===== config.mk =====
export PLATFORM = sky130hd
export DESIGN_NAME = gpio_expander_edge_irq_flat
export DESIGN_NICKNAME = d
export VERILOG_FILES = /design/src/hdl/gei_pkg.sv /design/src/hdl/gei_if.sv /design/src/hdl/gpio_expander_edge_irq.sv /design/src/hdl/gei_front.sv /design/src/hdl/gei_fifo.sv /design/src/hdl/gei_back.sv /design/src/flat_wrapper.sv
export SDC_FILE = /design/constraint.sdc
export NUM_CORES = 1
export LEC_CHECK = 0
export BUFFER_PORTS_ARGS = -buffer_cell sky130_fd_sc_hd__clkbuf_2
export CELL_PAD_IN_SITES_DETAIL_PLACEMENT = 0
export CELL_PAD_IN_SITES_GLOBAL_PLACEMENT = 1
export CORE_ASPECT_RATIO = 1.5
export CORE_MARGIN = 4
export CORE_UTILIZATION = 45
export CTS_BUF_LIST = sky130_fd_sc_hd__clkbuf_2
export CTS_CLUSTER_DIAMETER = 40
export DETAILED_ROUTE_END_ITERATION = 8
export GPL_TIMING_DRIVEN = 0
export PLACE_DENSITY_LB_ADDON = 0.2
export SKIP_LAST_GASP = 1
export SLEW_MARGIN = 10
export SYNTH_ARGS = -nofsm -noshare
export SYNTH_HDL_FRONTEND = slang
export SYNTH_SLANG_ARGS = --single-unit

===== constraint.sdc =====
create_clock -name i_clk -period 2.55 [get_ports i_clk]
set_input_delay 0 -clock i_clk [delete_from_list [all_inputs] [get_ports i_clk]]
set_output_delay 0 -clock i_clk [all_outputs]
set_load 0.005 [all_outputs]

===== src/hdl/gei_pkg.sv =====
// gei_pkg: shared types and codes of the gpio expander with edge interrupts
// depends on nothing; imported by every module of the block
package gei_pkg;

    // operation codes carried in the func field
    localparam logic [3:0] FUNC_DIR_IN   = 4'd0;
    localparam logic [3:0] FUNC_DIR_OUT  = 4'd1;
    localparam logic [3:0] FUNC_SET      = 4'd2;
    localparam logic [3:0] FUNC_GET      = 4'd3;
    localparam logic [3:0] FUNC_SET_TYPE = 4'd4;
    localparam logic [3:0] FUNC_MASK     = 4'd5;
    localparam logic [3:0] FUNC_UNMASK   = 4'd6;
    localparam logic [3:0] FUNC_SYNC     = 4'd7;
    localparam logic [3:0] FUNC_SAMPLE   = 4'd8;
    localparam logic [3:0] FUNC_LATCH    = 4'd9;

    // status codes of a result
    localparam logic [1:0] STATUS_OK      = 2'd0;
    localparam logic [1:0] STATUS_NO_EDGE = 2'd1;
    localparam logic [1:0] STATUS_FAIL    = 2'd2;

    localparam int PinWidth   = 4;
    localparam int PortWidth  = 16;
    localparam int QueueDepth = 2;
    localparam int QueuePtrW  = $clog2(QueueDepth);

    typedef enum logic [3:0] {
        OP_DIR_IN,
        OP_DIR_OUT,
        OP_SET,
        OP_GET,
        OP_SET_TYPE,
        OP_MASK,
        OP_UNMASK,
        OP_SYNC,
        OP_SAMPLE,
        OP_LATCH,
        OP_NOP
    } t_op;

    // classified item as it travels from front to back
    typedef struct packed {
        t_op                   op;
        logic [PortWidth-1:0]  pin_mask;
        logic                  level;
        logic [1:0]            edge_type;
        logic [PortWidth-1:0]  levels;
        logic                  ok;
    } t_cmd;

    // one result item
    typedef struct packed {
        logic [1:0]            status;
        logic                  read_bit;
        logic                  irq_valid;
        logic [PinWidth-1:0]   irq_pin;
        logic                  last;
        logic [PortWidth-1:0]  output_state;
        logic [PortWidth-1:0]  direction_state;
    } t_res;

    // handshake between queue and its neighbors
    typedef struct packed {
        logic full;
        logic valid;
    } t_q_status;

endpackage


===== src/hdl/gei_if.sv =====
// gei_if: valid/ready channel interfaces of the gpio expander
// no dependencies; used by the top level, front and back
interface gei_cfg_if;
    logic valid;
    logic ready;
    logic access_enabled;

    modport source (output valid, output access_enabled, input ready);
    modport sink   (input valid, input access_enabled, output ready);
endinterface

interface gei_in_if;
    logic        valid;
    logic        ready;
    logic [3:0]  func;
    logic [3:0]  pin;
    logic        level;
    logic [1:0]  edge_type;
    logic [15:0] pin_levels;
    logic        bus_fail;

    modport source (output valid, output func, output pin, output level, output edge_type,
                    output pin_levels, output bus_fail, input ready);
    modport sink   (input valid, input func, input pin, input level, input edge_type,
                    input pin_levels, input bus_fail, output ready);
endinterface

interface gei_out_if;
    logic        valid;
    logic        ready;
    logic [1:0]  status;
    logic        read_bit;
    logic        irq_valid;
    logic [3:0]  irq_pin;
    logic        last;
    logic [15:0] output_state;
    logic [15:0] direction_state;

    modport source (output valid, output status, output read_bit, output irq_valid,
                    output irq_pin, output last, output output_state,
                    output direction_state, input ready);
    modport sink   (input valid, input status, input read_bit, input irq_valid,
                    input irq_pin, input last, input output_state,
                    input direction_state, output ready);
endinterface


===== src/hdl/gpio_expander_edge_irq.sv =====
// an accepted item is written into the queue, then executed from its head into the output register
// throughput: one item per cycle sustained while results are taken; a sample with pending pins
// holds the back end while it loads the pins, then gives one result per pin, lowest pin first;
// results wait in an output register so the front keeps accepting into the two-entry queue
// reset: synchronous, active low; all pins inputs, outputs high, triggers, mask and snapshot
// clear, access enabled; no clearing pass
module gpio_expander_edge_irq #(
    parameter int PIN_COUNT = 16
) (
    input  logic      i_clk,
    input  logic      i_rst_n,
    gei_cfg_if.sink   i_cfg,
    gei_in_if.sink    i_in,
    gei_out_if.source o_out
);
    import gei_pkg::*;

    // access enable register; the user must write it only while the block is idle, the block does not enforce this
    logic r_access_enabled;

    // front to queue
    logic      push;
    t_cmd      front_cmd;

    // queue to back
    t_q_status q_status;
    t_cmd      head_cmd;
    logic      pop;

    assign i_cfg.ready = 1'b1;

    always_ff @(posedge i_clk) begin
        if (!i_rst_n) begin
            r_access_enabled <= 1'b1;
        end else if (i_cfg.valid) begin
            r_access_enabled <= i_cfg.access_enabled;
        end
    end

    // front: decodes func, builds the pin mask, samples the access state
    gei_front #(
        .PIN_COUNT (PIN_COUNT)
    ) u_front (
        .i_in             (i_in),
        .i_access_enabled (r_access_enabled),
        .i_q_status       (q_status),
        .o_push           (push),
        .o_cmd            (front_cmd)
    );

    // queue decouples acceptance from execution and output stalls
    gei_fifo u_fifo (
        .i_clk    (i_clk),
        .i_rst_n  (i_rst_n),
        .i_push   (push),
        .i_cmd    (front_cmd),
        .i_pop    (pop),
        .o_status (q_status),
        .o_cmd    (head_cmd)
    );

    // back: owns the pin registers and walks pending interrupt pins
    gei_back u_back (
        .i_clk      (i_clk),
        .i_rst_n    (i_rst_n),
        .i_q_status (q_status),
        .i_cmd      (head_cmd),
        .o_pop      (pop),
        .o_out      (o_out)
    );

endmodule


===== src/hdl/gei_front.sv =====
// gei_front: accepts items and classifies them into queue commands
// depends on gei_pkg and gei_in_if
module gei_front #(
    parameter int PIN_COUNT = 16
) (
    gei_in_if.sink           i_in,
    input  logic             i_access_enabled,
    input  gei_pkg::t_q_status i_q_status,
    output logic             o_push,
    output gei_pkg::t_cmd    o_cmd
);
    import gei_pkg::*;

    localparam logic [PortWidth-1:0] PinMask =
        PortWidth'((17'd1 << PIN_COUNT) - 17'd1);

    logic pin_ok;

    assign pin_ok     = {1'b0, i_in.pin} < (PinWidth+1)'(PIN_COUNT);
    assign i_in.ready = !i_q_status.full;
    assign o_push     = i_in.valid && !i_q_status.full;

    always_comb begin
        o_cmd.pin_mask  = PortWidth'(1) << i_in.pin;
        o_cmd.level     = i_in.level;
        o_cmd.edge_type = i_in.edge_type;
        o_cmd.levels    = i_in.pin_levels & PinMask;
        o_cmd.ok        = i_access_enabled && !i_in.bus_fail;
        unique case (i_in.func)
            FUNC_DIR_IN:   o_cmd.op = OP_DIR_IN;
            FUNC_DIR_OUT:  o_cmd.op = OP_DIR_OUT;
            FUNC_SET:      o_cmd.op = OP_SET;
            FUNC_GET:      o_cmd.op = OP_GET;
            FUNC_SET_TYPE: o_cmd.op = OP_SET_TYPE;
            FUNC_MASK:     o_cmd.op = OP_MASK;
            FUNC_UNMASK:   o_cmd.op = OP_UNMASK;
            FUNC_SYNC:     o_cmd.op = OP_SYNC;
            FUNC_SAMPLE:   o_cmd.op = OP_SAMPLE;
            FUNC_LATCH:    o_cmd.op = OP_LATCH;
            default:       o_cmd.op = OP_NOP;
        endcase
        // pin operations on a pin that does not exist do nothing
        if (i_in.func <= FUNC_UNMASK && !pin_ok) begin
            o_cmd.op = OP_NOP;
        end
    end

endmodule


===== src/hdl/gei_fifo.sv =====
// gei_fifo: short command queue between front and back
// depends on gei_pkg
module gei_fifo (
    input  logic               i_clk,
    input  logic               i_rst_n,
    input  logic               i_push,
    input  gei_pkg::t_cmd      i_cmd,
    input  logic               i_pop,
    output gei_pkg::t_q_status o_status,
    output gei_pkg::t_cmd      o_cmd
);
    import gei_pkg::*;

    t_cmd                 r_mem [QueueDepth];
    logic [QueuePtrW-1:0] r_wr_ptr;
    logic [QueuePtrW-1:0] r_rd_ptr;
    logic [QueuePtrW:0]   r_count;

    assign o_status.full  = r_count == (QueuePtrW+1)'(QueueDepth);
    assign o_status.valid = r_count != '0;
    assign o_cmd          = r_mem[r_rd_ptr];

    always_ff @(posedge i_clk) begin
        if (i_push) begin
            r_mem[r_wr_ptr] <= i_cmd;
        end
    end

    always_ff @(posedge i_clk) begin
        if (!i_rst_n) begin
            r_wr_ptr <= '0;
            r_rd_ptr <= '0;
            r_count  <= '0;
        end else begin
            if (i_push) begin
                r_wr_ptr <= r_wr_ptr + 1'b1;
            end
            if (i_pop) begin
                r_rd_ptr <= r_rd_ptr + 1'b1;
            end
            case ({i_push, i_pop})
                2'b10:   r_count <= r_count + 1'b1;
                2'b01:   r_count <= r_count - 1'b1;
                default: r_count <= r_count;
            endcase
        end
    end

endmodule


===== src/hdl/gei_back.sv =====
// gei_back: executes queued commands on the pin registers and drives results
// depends on gei_pkg and gei_out_if
module gei_back (
    input  logic               i_clk,
    input  logic               i_rst_n,
    input  gei_pkg::t_q_status i_q_status,
    input  gei_pkg::t_cmd      i_cmd,
    output logic               o_pop,
    gei_out_if.source          o_out
);
    import gei_pkg::*;

    logic [PortWidth-1:0] r_dir, n_dir;
    logic [PortWidth-1:0] r_outb, n_outb;
    logic [PortWidth-1:0] r_en, n_en;
    logic [PortWidth-1:0] r_fall, n_fall;
    logic [PortWidth-1:0] r_rise, n_rise;
    logic [PortWidth-1:0] r_snap, n_snap;
    logic [PortWidth-1:0] r_pend, n_pend;
    logic                 r_out_valid, n_out_valid;
    t_res                 r_res, n_res;

    logic                 out_free;
    logic [PinWidth-1:0]  low_pin;
    logic [PortWidth-1:0] pend_rest;
    logic [PortWidth-1:0] cur, trig, pend, fresh;

    assign out_free  = !r_out_valid || o_out.ready;
    assign pend_rest = r_pend & (r_pend - 1'b1);

    // lowest pending pin
    always_comb begin
        low_pin = '0;
        for (int i = PortWidth - 1; i >= 0; i--) begin
            if (r_pend[i]) begin
                low_pin = PinWidth'(i);
            end
        end
    end

    assign cur   = i_cmd.levels & r_dir;
    assign trig  = (cur ^ r_snap) & r_en;
    assign pend  = ((r_snap & r_fall) | (cur & r_rise)) & trig;
    assign fresh = (r_fall | r_rise) & ~r_dir;

    always_comb begin
        n_dir       = r_dir;
        n_outb      = r_outb;
        n_en        = r_en;
        n_fall      = r_fall;
        n_rise      = r_rise;
        n_snap      = r_snap;
        n_pend      = r_pend;
        n_out_valid = r_out_valid && !o_out.ready;
        n_res       = r_res;
        o_pop       = 1'b0;

        if (r_pend != '0) begin
            if (out_free) begin
                n_out_valid           = 1'b1;
                n_res.status          = STATUS_OK;
                n_res.read_bit        = 1'b0;
                n_res.irq_valid       = 1'b1;
                n_res.irq_pin         = low_pin;
                n_res.last            = pend_rest == '0;
                n_res.output_state    = r_outb;
                n_res.direction_state = r_dir;
                n_pend                = pend_rest;
            end
        end else if (i_q_status.valid && out_free) begin
            o_pop          = 1'b1;
            n_res.status   = STATUS_OK;
            n_res.read_bit = 1'b0;
            n_res.irq_valid = 1'b0;
            n_res.irq_pin  = '0;
            n_res.last     = 1'b1;
            n_out_valid    = 1'b1;
            unique case (i_cmd.op)
                OP_DIR_IN: begin
                    if (i_cmd.ok) n_dir = r_dir | i_cmd.pin_mask;
                    else          n_res.status = STATUS_FAIL;
                end
                OP_DIR_OUT: begin
                    if (i_cmd.ok) begin
                        n_outb = i_cmd.level ? (r_outb | i_cmd.pin_mask)
                                             : (r_outb & ~i_cmd.pin_mask);
                        n_dir  = r_dir & ~i_cmd.pin_mask;
                    end else begin
                        n_res.status = STATUS_FAIL;
                    end
                end
                OP_SET: begin
                    if (i_cmd.ok) begin
                        n_outb = i_cmd.level ? (r_outb | i_cmd.pin_mask)
                                             : (r_outb & ~i_cmd.pin_mask);
                    end else begin
                        n_res.status = STATUS_FAIL;
                    end
                end
                OP_GET: begin
                    if (i_cmd.ok) n_res.read_bit = |(i_cmd.levels & i_cmd.pin_mask);
                    else          n_res.status = STATUS_FAIL;
                end
                OP_SET_TYPE: begin
                    if (i_cmd.edge_type == 2'b00) begin
                        n_res.status = STATUS_NO_EDGE;
                    end else begin
                        n_fall = i_cmd.edge_type[1] ? (r_fall | i_cmd.pin_mask)
                                                    : (r_fall & ~i_cmd.pin_mask);
                        n_rise = i_cmd.edge_type[0] ? (r_rise | i_cmd.pin_mask)
                                                    : (r_rise & ~i_cmd.pin_mask);
                    end
                end
                OP_MASK:   n_en = r_en & ~i_cmd.pin_mask;
                OP_UNMASK: n_en = r_en | i_cmd.pin_mask;
                OP_SYNC: begin
                    if (fresh != '0) begin
                        if (i_cmd.ok) n_dir = r_dir | fresh;
                        else          n_res.status = STATUS_FAIL;
                    end
                end
                OP_SAMPLE: begin
                    if (!i_cmd.ok) begin
                        n_res.status = STATUS_FAIL;
                    end else if (trig != '0) begin
                        n_snap = cur;
                        if (pend != '0) begin
                            // pending pins go out one per cycle from here on while the output is free
                            n_out_valid = 1'b0;
                            n_pend      = pend;
                        end
                    end
                end
                OP_LATCH: begin
                    if (i_cmd.ok) n_snap = cur;
                    else          n_res.status = STATUS_FAIL;
                end
                default: begin
                end
            endcase
            n_res.output_state    = n_outb;
            n_res.direction_state = n_dir;
        end
    end

    always_ff @(posedge i_clk) begin
        if (!i_rst_n) begin
            r_dir       <= '1;
            r_outb      <= '1;
            r_en        <= '0;
            r_fall      <= '0;
            r_rise      <= '0;
            r_snap      <= '0;
            r_pend      <= '0;
            r_out_valid <= 1'b0;
        end else begin
            r_dir       <= n_dir;
            r_outb      <= n_outb;
            r_en        <= n_en;
            r_fall      <= n_fall;
            r_rise      <= n_rise;
            r_snap      <= n_snap;
            r_pend      <= n_pend;
            r_out_valid <= n_out_valid;
        end
    end

    always_ff @(posedge i_clk) begin
        r_res <= n_res;
    end

    assign o_out.valid           = r_out_valid;
    assign o_out.status          = r_res.status;
    assign o_out.read_bit        = r_res.read_bit;
    assign o_out.irq_valid       = r_res.irq_valid;
    assign o_out.irq_pin         = r_res.irq_pin;
    assign o_out.last            = r_res.last;
    assign o_out.output_state    = r_res.output_state;
    assign o_out.direction_state = r_res.direction_state;

endmodule


===== src/flat_wrapper.sv =====
// flat-port wrapper written by rule: the top's interface ports become plain ports
module gpio_expander_edge_irq_flat import gei_pkg::*;
#(
    parameter int PIN_COUNT = 16
)
  (i_clk, i_rst_n, i_cfg_valid, i_cfg_access_enabled, i_cfg_ready, i_in_valid, i_in_func, i_in_pin, i_in_level, i_in_edge_type, i_in_pin_levels, i_in_bus_fail, i_in_ready, o_out_valid, o_out_status, o_out_read_bit, o_out_irq_valid, o_out_irq_pin, o_out_last, o_out_output_state, o_out_direction_state, o_out_ready);
  gei_cfg_if i_cfg_i ();
  gei_in_if i_in_i ();
  gei_out_if o_out_i ();
  input  logic i_clk;
  input  logic i_rst_n;
  input wire logic [$bits(i_cfg_i.valid)-1:0] i_cfg_valid;
  input wire logic [$bits(i_cfg_i.access_enabled)-1:0] i_cfg_access_enabled;
  output wire logic [$bits(i_cfg_i.ready)-1:0] i_cfg_ready;
  input wire logic [$bits(i_in_i.valid)-1:0] i_in_valid;
  input wire logic [$bits(i_in_i.func)-1:0] i_in_func;
  input wire logic [$bits(i_in_i.pin)-1:0] i_in_pin;
  input wire logic [$bits(i_in_i.level)-1:0] i_in_level;
  input wire logic [$bits(i_in_i.edge_type)-1:0] i_in_edge_type;
  input wire logic [$bits(i_in_i.pin_levels)-1:0] i_in_pin_levels;
  input wire logic [$bits(i_in_i.bus_fail)-1:0] i_in_bus_fail;
  output wire logic [$bits(i_in_i.ready)-1:0] i_in_ready;
  output wire logic [$bits(o_out_i.valid)-1:0] o_out_valid;
  output wire logic [$bits(o_out_i.status)-1:0] o_out_status;
  output wire logic [$bits(o_out_i.read_bit)-1:0] o_out_read_bit;
  output wire logic [$bits(o_out_i.irq_valid)-1:0] o_out_irq_valid;
  output wire logic [$bits(o_out_i.irq_pin)-1:0] o_out_irq_pin;
  output wire logic [$bits(o_out_i.last)-1:0] o_out_last;
  output wire logic [$bits(o_out_i.output_state)-1:0] o_out_output_state;
  output wire logic [$bits(o_out_i.direction_state)-1:0] o_out_direction_state;
  input wire logic [$bits(o_out_i.ready)-1:0] o_out_ready;
  assign i_cfg_i.valid = i_cfg_valid;
  assign i_cfg_i.access_enabled = i_cfg_access_enabled;
  assign i_cfg_ready = i_cfg_i.ready;
  assign i_in_i.valid = i_in_valid;
  assign i_in_i.func = i_in_func;
  assign i_in_i.pin = i_in_pin;
  assign i_in_i.level = i_in_level;
  assign i_in_i.edge_type = i_in_edge_type;
  assign i_in_i.pin_levels = i_in_pin_levels;
  assign i_in_i.bus_fail = i_in_bus_fail;
  assign i_in_ready = i_in_i.ready;
  assign o_out_valid = o_out_i.valid;
  assign o_out_status = o_out_i.status;
  assign o_out_read_bit = o_out_i.read_bit;
  assign o_out_irq_valid = o_out_i.irq_valid;
  assign o_out_irq_pin = o_out_i.irq_pin;
  assign o_out_last = o_out_i.last;
  assign o_out_output_state = o_out_i.output_state;
  assign o_out_direction_state = o_out_i.direction_state;
  assign o_out_i.ready = o_out_ready;
  gpio_expander_edge_irq #(.PIN_COUNT(PIN_COUNT)) u_core (.i_clk(i_clk), .i_rst_n(i_rst_n), .i_cfg(i_cfg_i), .i_in(i_in_i), .o_out(o_out_i));
endmodule

==> results.toml <==
[run_status]
run_status = "finished, violations left"
violations = "negative setup slack"

[clocking]
cts_tree = "done"
clkTransAtPathRegs_ns = 0.12
clk_latency_ns = 0.90
clock_sinks = 240
cts-root-buf = "clkbuf_2"
cts_max_level = 2
cts_made_buffers = 57
clockBufferDepth = 3

[hold_path]
holdCritStartpoint = "i_in_func[2]"
whs_path_depth = 3
worst_hold_path.endpoint = "u_core.u_fifo.r_mem[0][38]$_DFFE_PP_"
min_path_type = "primary input to flip-flop"

[finish]
multi_input_area_um2 = 5930
syn2layout_area_growth_pct = 37.1
utilization = 0.628
nFillCells = 2021
final_layout_size_suffix_gt1_frac = 0.347
nets = 1393
regArea_um2 = 6030
finalNonFillerCells = 1731

[worst_setup_path]
crit_arrival_ns = 3.69
worstPathRequired_ns = 3.38
timing.rr.end = "u_core.u_back.r_snap[7]$_SDFFE_PN0P_"
rrSetupSlack_ns = -0.30
timing.critical_path.fanout_max = 8
rr_worst_depth = 13
crit_path_end_kind = "flip-flop"
startpoint_type = "flip-flop"
crit_type = "flip-flop to flip-flop"

[logic_synthesis]
async_reset_ff_frac = 0
synthDistinctLibCells = 74
syn_nets = 1104
synth_edf_count = 121
synth_seq_cells = 240
ys_seq_area_frac = 0.538
syn_inst = 1069
netlist_area_um2 = 11200
synth_ff_type = "edfxtp_1"
synth_area_per_cell_um2 = 10.5
yosysWarnings = 0

[die]
die-area_um2 = 27500
core_area_um2 = 24400
ios = 78
die_h_um = 201
start_util = 0.458
rows = 70
die_w_um = 137

[sta]
setup_viol = 80
worst-slew-pin-transition_ns = 0.872
finalCriticalPeriod_ns = 2.85
fmax_mhz = 351
fin_skew_ns = 0.0589
tns_ns = -7.24
fin_crit_sh = 1.12
rsz0062_at_grt = "yes"
max_slew_margin = 0.419
slew_viol_final = 0
final-hold-violation-count = 0
worst_slack_ns = -0.303

[route]
top_layer = "met4"
met3_length_um = 2110
ant_nets = 0
wl_um = 36800
drc_errors = 0
dr.pass1.iters = 8
wire_per_inst_um = 21.3
viasPerCell = 5.58
wl_met2_um = 18600
met1_length_um = 13800
drtIter0Drc = 777
vias = 9663

[placement]
dp_cells = 1472
gp_congestion = 0.925
numPortBuffers = 75
dp_hpwl_um = 25100

[global_route]
grt_use_total = 0.263
grt_max_degree = 41
grt_antenna_before_repair = 1
grt_first_pass_wirelength_um = 54300
grt_overflow_total = 0
grt_pass1_vias = 9317

[power]
power_density_nw_per_um2 = 807
power_leakage_nw = 5.63
ir_drop_uv = 500

[flow_run]
drv_cap = 0
area by class of cell:
type                       instances  area share
buffer                            47      0.0246
inverter                          22     0.00653
antenna                            1    0.000163
clock inverter                    24     0.00604
timing repair buffer             235       0.129
multi-input combinational        755       0.387
sequential                       240       0.393
tap                              324      0.0264
clock buffer                      83      0.0271
stage by stage:
step           setup WS [ns]  hold WS [ns]  instance area, um^2  total power, mW
3_5_place_dp           -1.40         0.193                12100             8.32
3_3_place_gp           -1.50         0.191                12000             8.23
6_report              -0.303         0.116                15300             12.4
5_1_grt               -0.430        0.0512                15300             13.0
2_1_floorplan        0.00638        0.0989                11200             7.00
4_1_cts               -0.361       0.00391                14300             11.7
worst max path at each step:
stage	start	to	slack, ns	cells past startpoint
6_report	flip-flop	u_core.u_back.r_snap[7]$_SDFFE_PN0P_	-0.30	13
5_1_grt	flip-flop	u_core.u_back.r_snap[15]$_SDFFE_PN0P_	-0.43	14
4_1_cts	flip-flop	u_core.u_back.r_snap[5]$_SDFFE_PN0P_	-0.36	11
3_5_place_dp	flip-flop	u_core.u_back.r_snap[5]$_SDFFE_PN0P_	-1.40	11
3_3_place_gp	flip-flop	u_core.u_back.o_out.direction_state[5]$_DFFE_PP_	-1.50	8
2_1_floorplan	flip-flop	u_core.u_back.o_out.direction_state[14]$_DFFE_PP_	0.006	9
repair_timing:
action / in CTS / in global routing
setup endpoints to repair: 191 / 137
cloned: 2 / 3
hold buffers: 69 / 0
resized for setup: 155 / 154
buffers inserted: 47 / 35
pin swaps: 23 / 40
hold endpoints to repair: 215 / 0
worst max-delay path: stages (launching register included):
cell       delay [ns]
dfxtp_4          0.38
buf_12           0.12
buf_12           0.14
mux2i_4          0.34
nor2b_4          0.09
mux2i_1          0.14
a2111oi_2        0.41
nand4_1          0.16
buf_6            0.17
o211ai_4         0.17
buf_12           0.15
buf_8            0.14
mux2_2           0.33
nor2_1           0.07
cells in the final DEF (no fill, tap or decap), types with 9 or more instances in the layout:
master | synthesis | final
a21oi_1 | 19 | 16
a222oi_1 | 13 | 13
buf_12 | 0 | 12
buf_4 | 3 | 64
buf_6 | 5 | 26
clkbuf_1 | 31 | 21
clkbuf_2 | 0 | 164
clkinv_1 | 2 | 22
dfxtp_1 | 119 | 113
dlygate4sd3_1 | 0 | 69
edfxtp_1 | 121 | 121
inv_1 | 19 | 18
mux2_2 | 26 | 20
mux2i_1 | 90 | 56
mux2i_4 | 0 | 30
nand2_1 | 171 | 158
nand2_2 | 0 | 11
nand2b_1 | 21 | 15
nand3_1 | 59 | 50
nor2_1 | 99 | 78
nor2_2 | 2 | 10
nor2_4 | 11 | 24
nor3_1 | 17 | 15
o211ai_1 | 19 | 19
o21ai_0 | 35 | 23
o21ai_1 | 0 | 9
o221a_4 | 0 | 16
o22ai_1 | 15 | 14
or2_2 | 19 | 18
cells by family after synthesis:
logic type | Yosys count | share of synthesized area
buffers and inverters | 74 | 0.0305
AO/OA/AOI/OAI | 163 | 0.108
other | 1 | 0.000335
multiplexers | 120 | 0.111
XOR/XNOR | 9 | 0.00705
AND/OR/NAND/NOR | 457 | 0.201
flip-flops | 240 | 0.538
adder cells (fa/ha/maj) | 5 | 0.00470
synthesized netlist by cell type (all sizes together) (3+ instances only):
master   count  share of area
edfxtp     121           0.32
a211oi       3         0.0020
dfxtp      119           0.21
o211ai      20          0.014
inv         20         0.0067
maj3         4         0.0036
o21ai       35          0.016
and3         3         0.0017
or4          3         0.0020
nor2       112          0.045
xnor2        5         0.0039
or2         19          0.011
o31ai        7         0.0047
clkbuf      31          0.010
nand2      171          0.057
xor2         4         0.0031
or3          6         0.0038
nor2b       10         0.0056
mux2        30          0.030
nor3        20          0.010
nand3       60          0.027
o22ai       15         0.0084
a22o         3         0.0023
o221a       16          0.016
and2         5         0.0028
nor4         9         0.0077
mux2i       90          0.081
nand4b       3         0.0023
a2111oi      4         0.0031
nand2b      21          0.012
buf         21          0.013
a21oi       19         0.0085
a221o        3         0.0027
nand4        6         0.0053
nand3b       3         0.0020
o311ai       3         0.0023
o21bai       3         0.0020
a222oi      13          0.012
metal layers:
layer	track usage	up-vias
met4	0.132	0
met1	0.303	4623
met3	0.0524	112
met2	0.455	378
li1	-	4550
met5	0	-
power by group:
group,total [mW],internal (mW),switching (mW)
clock network,2.45,0.880,1.57
registers,5.24,4.74,0.501
logic,4.68,2.05,2.63
total,12.4,7.66,4.71
Power figures use the tool's default switching activity.
